`config.mk`:
```
export PLATFORM = sky130hd
export DESIGN_NAME = line_pixel_generator
export DESIGN_NICKNAME = d
export VERILOG_FILES = /design/src/hw/rtl/lpg_pkg.sv /design/src/hw/rtl/line_pixel_generator.sv
export SDC_FILE = /design/constraint.sdc
export NUM_CORES = 1
export LEC_CHECK = 0
export BUFFER_PORTS_ARGS = -buffer_cell sky130_fd_sc_hd__buf_2
export CAP_MARGIN = 20
export CORE_UTILIZATION = 50
export DETAILED_ROUTE_END_ITERATION = 8
export MAX_ROUTING_LAYER = met4
export PLACE_DENSITY = 0.7
export SYNTH_ARGS = -nofsm -noshare
export SYNTH_HDL_FRONTEND = slang
export SYNTH_SLANG_ARGS = --single-unit
```
`constraint.sdc`:
```
create_clock -name clk -period 8.1 [get_ports clk]
set_input_delay 1.62 -clock clk [delete_from_list [all_inputs] [get_ports clk]]
set_output_delay 1.62 -clock clk [all_outputs]
set_load 0.1 [all_outputs]
```
`src/hw/rtl/lpg_pkg.sv`:
```
// ----------------------------------------------------------------------------
// lpg_pkg
// Shared types, constants and helpers of the line pixel generator.
// ----------------------------------------------------------------------------
package lpg_pkg;

	localparam int COORD_BITS     = 12;
	localparam int WIDTH_BITS     = 13;
	localparam int ADDR_BITS      = 32;
	localparam int COLOUR_BITS    = 32;
	localparam int CFG_DATA_BITS  = 32;
	localparam int CFG_INDEX_BITS = 2;
	localparam int ERR_BITS       = COORD_BITS + 2;
	localparam int IN_DATA_BITS   = 4 * COORD_BITS;
	localparam int OUT_DATA_BITS  = 2 * COORD_BITS + ADDR_BITS + COLOUR_BITS;
	localparam int OUT_USER_BITS  = 2;
	localparam int IDX_BITS       = COORD_BITS + WIDTH_BITS + 1;

	localparam int FIFO_DEPTH     = 4;
	localparam int FIFO_PTR_BITS  = $clog2(FIFO_DEPTH);
	localparam int FIFO_CNT_BITS  = $clog2(FIFO_DEPTH + 1);

	localparam logic [WIDTH_BITS-1:0]  FRAME_WIDTH_RST = WIDTH_BITS'(640);
	localparam logic [ADDR_BITS-1:0]   FRAME_BASE_RST  = '0;
	localparam logic [COLOUR_BITS-1:0] FG_COLOUR_RST   = '1;

	typedef logic [COORD_BITS-1:0] coord_t;

	typedef enum logic [CFG_INDEX_BITS-1:0] {
		CFG_FRAME_WIDTH = 2'd0,
		CFG_FRAME_BASE  = 2'd1,
		CFG_FG_COLOUR   = 2'd2
	} cfg_index_t;

	typedef enum logic {
		ACTION_START = 1'b0,
		ACTION_STEP  = 1'b1
	} action_t;

	typedef enum logic [1:0] {
		DIR_NONE = 2'b00,
		DIR_POS  = 2'b01,
		DIR_NEG  = 2'b11
	} dir_t;

	typedef struct packed {
		coord_t x;
		coord_t y;
		logic   write_valid;
		logic   line_end;
		logic   last;
	} pix_rec_t;

	function automatic dir_t dir_of(input coord_t from_c, input coord_t to_c);
		dir_t d;
		if (to_c > from_c) begin
			d = DIR_POS;
		end else if (to_c < from_c) begin
			d = DIR_NEG;
		end else begin
			d = DIR_NONE;
		end
		return d;
	endfunction

	function automatic coord_t step_coord(input coord_t c, input dir_t d);
		coord_t r;
		case (d)
			DIR_POS: r = c + 1'b1;
			DIR_NEG: r = c - 1'b1;
			default: r = c;
		endcase
		return r;
	endfunction

endpackage

```
`src/hw/rtl/line_pixel_generator.sv`:
```
// ----------------------------------------------------------------------------
// line_pixel_generator
// Step-wise Bresenham line rasterizer with 4-connected pixel output.
// ----------------------------------------------------------------------------
// A start request (tuser 0) loads both end points and emits the start pixel;
// each step request (tuser 1) runs one Bresenham pass and emits one or two
// pixels, the second one when x and y both move. Every request is handled in
// the cycle it is taken, so a new request can be taken every cycle while the
// pixel queue has two free entries; pixels leave at one per cycle, while the
// receiver is ready, through a four-entry pixel queue and an output register.
// A step after the line has ended gives one result with write_valid low, tlast
// high and all other fields zero. Configuration must be written only while the
// block is idle; the block itself does not enforce this.
module line_pixel_generator import lpg_pkg::*; (
	input  logic                      clk,
	input  logic                      arst_n,
	input  logic                      s_tvalid,
	output logic                      s_tready,
	input  logic [IN_DATA_BITS-1:0]   s_tdata,   // start_x, start_y, end_x, end_y
	input  logic [0:0]                s_tuser,   // action
	output logic                      m_tvalid,
	input  logic                      m_tready,
	output logic [OUT_DATA_BITS-1:0]  m_tdata,   // pixel_x, pixel_y, pixel_address, pixel_colour
	output logic [OUT_USER_BITS-1:0]  m_tuser,   // write_valid, line_end
	output logic                      m_tlast,
	input  logic                      cfg_valid,
	output logic                      cfg_ready,
	input  logic [CFG_INDEX_BITS-1:0] cfg_index,
	input  logic [CFG_DATA_BITS-1:0]  cfg_data
);

	logic [WIDTH_BITS-1:0]  frame_width_q;
	logic [ADDR_BITS-1:0]   frame_base_q;
	logic [COLOUR_BITS-1:0] fg_colour_q;

	coord_t                 cur_x_q, cur_y_q, target_x_q, target_y_q, delta_x_q, delta_y_q;
	dir_t                   dir_x_q, dir_y_q;
	logic [ERR_BITS-1:0]    error_term_q;
	logic                   active_q;

	coord_t                 in_sx, in_sy, in_ex, in_ey;
	logic                   in_accept;
	logic                   in_start;

	coord_t                 st_dx, st_dy;
	logic                   st_zero;

	logic signed [ERR_BITS:0] e2, neg_dy, pos_dx;
	logic                   move_x, move_y;
	coord_t                 nx, ny;
	logic [ERR_BITS-1:0]    err_next;

	pix_rec_t               rec_a, rec_b;
	logic                   push_two;

	pix_rec_t               fifo_q [FIFO_DEPTH];
	logic [FIFO_PTR_BITS-1:0] wr_ptr_q, rd_ptr_q;
	logic [FIFO_CNT_BITS-1:0] cnt_q;
	logic [FIFO_CNT_BITS-1:0] push_n;
	logic                   pop;
	pix_rec_t               head;

	logic [2*COORD_BITS:0]  row_off;
	logic [IDX_BITS-1:0]    pix_idx;
	logic [ADDR_BITS-1:0]   head_addr;
	logic [COLOUR_BITS-1:0] head_colour;

	logic                   out_valid_q;
	logic [OUT_DATA_BITS-1:0] out_data_q;
	logic [OUT_USER_BITS-1:0] out_user_q;
	logic                   out_last_q;

	// configuration
	assign cfg_ready = 1'b1;

	always_ff @(posedge clk or negedge arst_n) begin
		if (!arst_n) begin
			frame_width_q <= FRAME_WIDTH_RST;
			frame_base_q  <= FRAME_BASE_RST;
			fg_colour_q   <= FG_COLOUR_RST;
		end else if (cfg_valid && cfg_ready) begin
			unique case (cfg_index)
				CFG_FRAME_WIDTH: frame_width_q <= cfg_data[WIDTH_BITS-1:0];
				CFG_FRAME_BASE:  frame_base_q  <= cfg_data[ADDR_BITS-1:0];
				CFG_FG_COLOUR:   fg_colour_q   <= cfg_data[COLOUR_BITS-1:0];
				default: ;
			endcase
		end
	end

	// request fields
	assign in_sx     = s_tdata[COORD_BITS-1:0];
	assign in_sy     = s_tdata[2*COORD_BITS-1:COORD_BITS];
	assign in_ex     = s_tdata[3*COORD_BITS-1:2*COORD_BITS];
	assign in_ey     = s_tdata[4*COORD_BITS-1:3*COORD_BITS];
	assign in_start  = (s_tuser[0] == ACTION_START);
	assign s_tready  = (cnt_q <= FIFO_CNT_BITS'(FIFO_DEPTH - 2));
	assign in_accept = s_tvalid && s_tready;

	// line setup
	assign st_dx   = (in_ex >= in_sx) ? in_ex - in_sx : in_sx - in_ex;
	assign st_dy   = (in_ey >= in_sy) ? in_ey - in_sy : in_sy - in_ey;
	assign st_zero = (in_sx == in_ex) && (in_sy == in_ey);

	// one bresenham pass
	assign e2     = $signed({error_term_q, 1'b0});
	assign neg_dy = -$signed({{(ERR_BITS+1-COORD_BITS){1'b0}}, delta_y_q});
	assign pos_dx = $signed({{(ERR_BITS+1-COORD_BITS){1'b0}}, delta_x_q});
	assign move_x = e2 > neg_dy;
	assign move_y = e2 < pos_dx;
	assign nx     = move_x ? step_coord(cur_x_q, dir_x_q) : cur_x_q;
	assign ny     = move_y ? step_coord(cur_y_q, dir_y_q) : cur_y_q;

	always_comb begin
		err_next = error_term_q;
		if (move_x) begin
			err_next = err_next - {{(ERR_BITS-COORD_BITS){1'b0}}, delta_y_q};
		end
		if (move_y) begin
			err_next = err_next + {{(ERR_BITS-COORD_BITS){1'b0}}, delta_x_q};
		end
	end

	// pixel records for this request
	always_comb begin
		rec_a    = '0;
		rec_b    = '0;
		push_two = 1'b0;
		rec_a.last = 1'b1;
		rec_b.last = 1'b1;
		if (in_start) begin
			rec_a.x           = in_sx;
			rec_a.y           = in_sy;
			rec_a.write_valid = 1'b1;
			rec_a.line_end    = st_zero;
		end else if (active_q && (move_x || move_y)) begin
			rec_b.x           = nx;
			rec_b.y           = ny;
			rec_b.write_valid = 1'b1;
			rec_b.line_end    = (nx == target_x_q) && (ny == target_y_q);
			if (move_x) begin
				rec_a.x           = nx;
				rec_a.y           = cur_y_q;
				rec_a.write_valid = 1'b1;
				rec_a.line_end    = (nx == target_x_q) && (cur_y_q == target_y_q);
				rec_a.last        = !move_y;
				push_two          = move_y;
			end else begin
				rec_a = rec_b;
			end
		end
	end

	// line state
	always_ff @(posedge clk or negedge arst_n) begin
		if (!arst_n) begin
			cur_x_q      <= '0;
			cur_y_q      <= '0;
			target_x_q   <= '0;
			target_y_q   <= '0;
			delta_x_q    <= '0;
			delta_y_q    <= '0;
			dir_x_q      <= DIR_NONE;
			dir_y_q      <= DIR_NONE;
			error_term_q <= '0;
			active_q     <= 1'b0;
		end else if (in_accept) begin
			if (in_start) begin
				cur_x_q      <= in_sx;
				cur_y_q      <= in_sy;
				target_x_q   <= in_ex;
				target_y_q   <= in_ey;
				delta_x_q    <= st_dx;
				delta_y_q    <= st_dy;
				dir_x_q      <= dir_of(in_sx, in_ex);
				dir_y_q      <= dir_of(in_sy, in_ey);
				error_term_q <= {{(ERR_BITS-COORD_BITS){1'b0}}, st_dx}
				              - {{(ERR_BITS-COORD_BITS){1'b0}}, st_dy};
				active_q     <= !st_zero;
			end else if (active_q) begin
				cur_x_q      <= nx;
				cur_y_q      <= ny;
				error_term_q <= err_next;
				active_q     <= (move_x || move_y) && !((nx == target_x_q) && (ny == target_y_q));
			end
		end
	end

	// pixel queue
	assign push_n = in_accept ? (push_two ? FIFO_CNT_BITS'(2) : FIFO_CNT_BITS'(1))
	                          : FIFO_CNT_BITS'(0);
	assign pop    = (cnt_q != '0) && (!out_valid_q || m_tready);
	assign head   = fifo_q[rd_ptr_q];

	always_ff @(posedge clk) begin
		if (in_accept) begin
			fifo_q[wr_ptr_q] <= rec_a;
			if (push_two) begin
				fifo_q[wr_ptr_q + 1'b1] <= rec_b;
			end
		end
	end

	always_ff @(posedge clk or negedge arst_n) begin
		if (!arst_n) begin
			wr_ptr_q <= '0;
			rd_ptr_q <= '0;
			cnt_q    <= '0;
		end else begin
			wr_ptr_q <= wr_ptr_q + FIFO_PTR_BITS'(push_n);
			rd_ptr_q <= rd_ptr_q + FIFO_PTR_BITS'(pop);
			cnt_q    <= cnt_q + push_n - FIFO_CNT_BITS'(pop);
		end
	end

	// address of the head pixel
	assign row_off = {{(COORD_BITS+1){1'b0}}, head.y} * {{COORD_BITS{1'b0}}, frame_width_q};
	assign pix_idx = IDX_BITS'(row_off) + IDX_BITS'(head.x);

	always_comb begin
		head_addr   = '0;
		head_colour = '0;
		if (head.write_valid) begin
			head_addr   = frame_base_q + ADDR_BITS'({pix_idx, 2'b00});
			head_colour = fg_colour_q;
		end
	end

	// output register
	always_ff @(posedge clk or negedge arst_n) begin
		if (!arst_n) begin
			out_valid_q <= 1'b0;
		end else if (pop) begin
			out_valid_q <= 1'b1;
		end else if (m_tready) begin
			out_valid_q <= 1'b0;
		end
	end

	always_ff @(posedge clk) begin
		if (pop) begin
			out_data_q <= {head_colour, head_addr, head.y, head.x};
			out_user_q <= {head.line_end, head.write_valid};
			out_last_q <= head.last;
		end
	end

	assign m_tvalid = out_valid_q;
	assign m_tdata  = out_data_q;
	assign m_tuser  = out_user_q;
	assign m_tlast  = out_last_q;

endmodule

```
==> out/qor.yml <==
final_common_cell: "inv_1"
yosysUniqueCellTypes: 93
cp-start-kind: "flip-flop"
initial_core_util: 0.508
cts.htree.levels: 2
drt_iter0_markers: 1649
path_max_fanout: 8
preCtsSetupSlack_ps: -134
grt_max_degree: 85
r2r_end: "m_tdata[54]"
clock_latency_ps: 600
synth_area_leaders: "edfxtp_1, dfrtp_1, ha_1, fa_1, inv_1"
grt_pass1_wl_um: 126000
yosysWarnings: 0
path_delay_family: "adder cells"
grt_pass1_vias: 23000
worst_ep_required_time_ps: 8530
synth_edf_count: 195
die_y_um: 242
wl_per_cell_um: 20.7
antenna_left: 0
synthArstFlopShare: 0.469
worst_slew_pin_slew_ps: 1020
ys_seq_area_frac: 0.361
r2r_start: "rd_ptr_q[0]"
crit_slowest_cell: "mux4_2"
period_needed_ps: 7840
setup_ws_ps: 264
synth_area_um2: 28800
criticalPathCategory: "reg2reg"
die_w_um: 242
wl_met3_um: 4240
fillerInstances: 4843
wirelength_met1_um: 32700
area_delta_synth_final_pct: 13.0
max_stage_delay_ps: 590
fp.dieArea_um2: 58500
wl_met2_um: 39700
wirelength_um: 80500
antenna_found_initial: 4
holdCritPathClass: "reg2reg"
cts.path.max_buffers: 3
dp_hpwl_um: 61400
critPathCaptureType: "flip-flop"
clk_pin_slew_ps: 60
cts-root-buf: "clkbuf_16"
cts_made_buffers: 44
nNetsFinal: 3548
fmax_ghz: 0.128
fin_crit_sh: 0.967
io_pins: 182
critPathLaunch: "rd_ptr_q[0]"
endpoint: "m_tdata[54]"
slew_headroom: 0.322
first_pass_iters: 5
gp_congestion: 0.961
drc: 0
ys_ff_latch: 375
cts_tree: "done"
cts.sinks: 375
detail_route.vias_per_cell: 5.81
avgSynthCellArea_um2: 9.89
grt_overflow: 0
rrSetupSlack_ps: 260
drv_cap: 0
num_rows: 87
syn-instance-count: 2910
status: "finished clean"
design.core.area_um2: 56600
setup_viol_count_final: 0
dr.max_layer_used: "met4"
ff2ff_path_depth: 33
hold_viol: 0
netlist.area_leader.share: 0.204
critPathBufInv: 7
grtUsageTotal: 0.282
yosys.area.top_type: "edfxtp_1"
io_buffer_count: 180
final_max_slew_viol_count: 0
cts_hold_buf: 0
vias: 22600
synthFlopType: "edfxtp_1"
syn-num-nets: 3367
worst_clock_skew_ps: 30.3
critPathArrivalTime_ps: 8270
drive_above_1_share: 0.180
mostFrequentLayoutCells: "inv_1, nand2_1, ha_1"
path_depth: 33
worst register-to-register path: cells and delay by family (launching register included):
family                   cells  cell delay [ps]
adder cells (fa/ha/maj)      7             2860
buffers and inverters        7              650
AND/OR/NAND/NOR              9             1230
AO/OA/AOI/OAI                9             1890
flip-flops                   1              460
multiplexers                 1              590
cells in the mapped netlist (6+ instances only):
library cell	n
nor2b_1	20
inv_1	317
o22ai_1	72
nor2_1	197
nand2b_1	15
nor3_1	46
o2111ai_1	10
a31oi_1	30
clkbuf_1	93
o31ai_1	12
xnor2_1	101
and2_1	134
or2_2	11
nand3_1	34
o21ai_1	10
xor2_1	54
mux4_2	26
o21a_1	17
mux2i_1	21
dfrtp_1	142
a21oi_1	138
a211oi_1	18
or4_1	6
mux2_2	98
o21ai_0	137
fa_1	133
nand4_1	17
a22oi_1	11
edfxtp_1	195
or3_1	17
nand2_1	291
and3_1	12
a21o_1	35
o211ai_1	15
a21boi_0	8
o21bai_1	21
dfstp_2	34
ha_1	236
buf_2	16
buf_1	6
how the worst min path moves through the flow:
stage                      start      endpoint  slack, ps  depth (start not counted)
detailed placement  fifo_q[2][0]  fifo_q[2][0]        450                          1
finish              fifo_q[0][0]  fifo_q[0][0]        470                          1
CTS                 fifo_q[2][0]  fifo_q[2][0]        470                          1
global route        fifo_q[1][0]  fifo_q[1][0]        490                          1
global placement    fifo_q[2][0]  fifo_q[2][0]        450                          1
floorplan           fifo_q[2][0]  fifo_q[2][0]        440                          1
registers in the layout, indices dropped and copies added (netlist names):
| name | flops |
|---|---|
| m_tlast | 1 |
| frame_base_q | 32 |
| active_q | 1 |
| target_y_q | 12 |
| cnt_q | 3 |
| m_tuser | 2 |
| m_tdata | 88 |
| delta_x_q | 12 |
| dir_y_q | 2 |
| target_x_q | 12 |
| cur_x_q | 12 |
| wr_ptr_q | 2 |
| delta_y_q | 12 |
| frame_width_q | 13 |
| dir_x_q | 2 |
| fifo_q | 108 |
| m_tvalid | 1 |
| fg_colour_q | 32 |
| rd_ptr_q | 2 |
| cur_y_q | 12 |
| error_term_q | 14 |
final cells by class:
| cell class | count | area [µm²] | area share |
|---|---|---|---|
| tap | 756 | 946 | 0.0291 |
| timing repair buffer | 253 | 1480 | 0.0454 |
| inverter | 317 | 1190 | 0.0366 |
| multi-input combinational | 2100 | 17000 | 0.523 |
| sequential | 375 | 10400 | 0.319 |
| antenna | 4 | 10.0 | 0.000308 |
| clock inverter | 22 | 303 | 0.00931 |
| clock buffer | 60 | 1210 | 0.0372 |
per-stage QoR:
stage / std cells / instance area [µm²] / util / hold WS [ps] / setup TNS (ps)
after floorplan: 2910 / 28800 / - / 435 / 0
after global placement: 3785 / 30600 / 0.541 / 445 / 0
after detailed placement: 3786 / 30600 / 0.541 / 453 / -145
after CTS: 3870 / 32200 / 0.568 / 468 / 0
after global routing: 3887 / 32500 / 0.574 / 488 / -38.7
final: 3887 / 32500 / 0.574 / 468 / 0
repair_timing:
item	in CTS	in global routing
endpoints found under the setup margin	2	7
setup buffers	2	11
resized for setup	4	41
gates cloned	0	2
pin swaps	2	15
layer usage:
layer  vias up  global-route usage
li1      10500                   -
met2       816               0.473
met5         -                   -
met3       209              0.0366
met1     11100               0.336
met4         0               0.132
cell families after synthesis:
| group | synth area share |
|---|---|
| buf+inv | 0.0586 |
| other cells | 0.000130 |
| compound gates | 0.135 |
| mux | 0.0665 |
| fa+ha+maj | 0.195 |
| flops | 0.361 |
| xor+xnor | 0.0480 |
| simple gates | 0.136 |
Power is left out: the tool's default activity adds up to more than one toggle a clock period on the data nets, which glitch-free logic cannot reach.
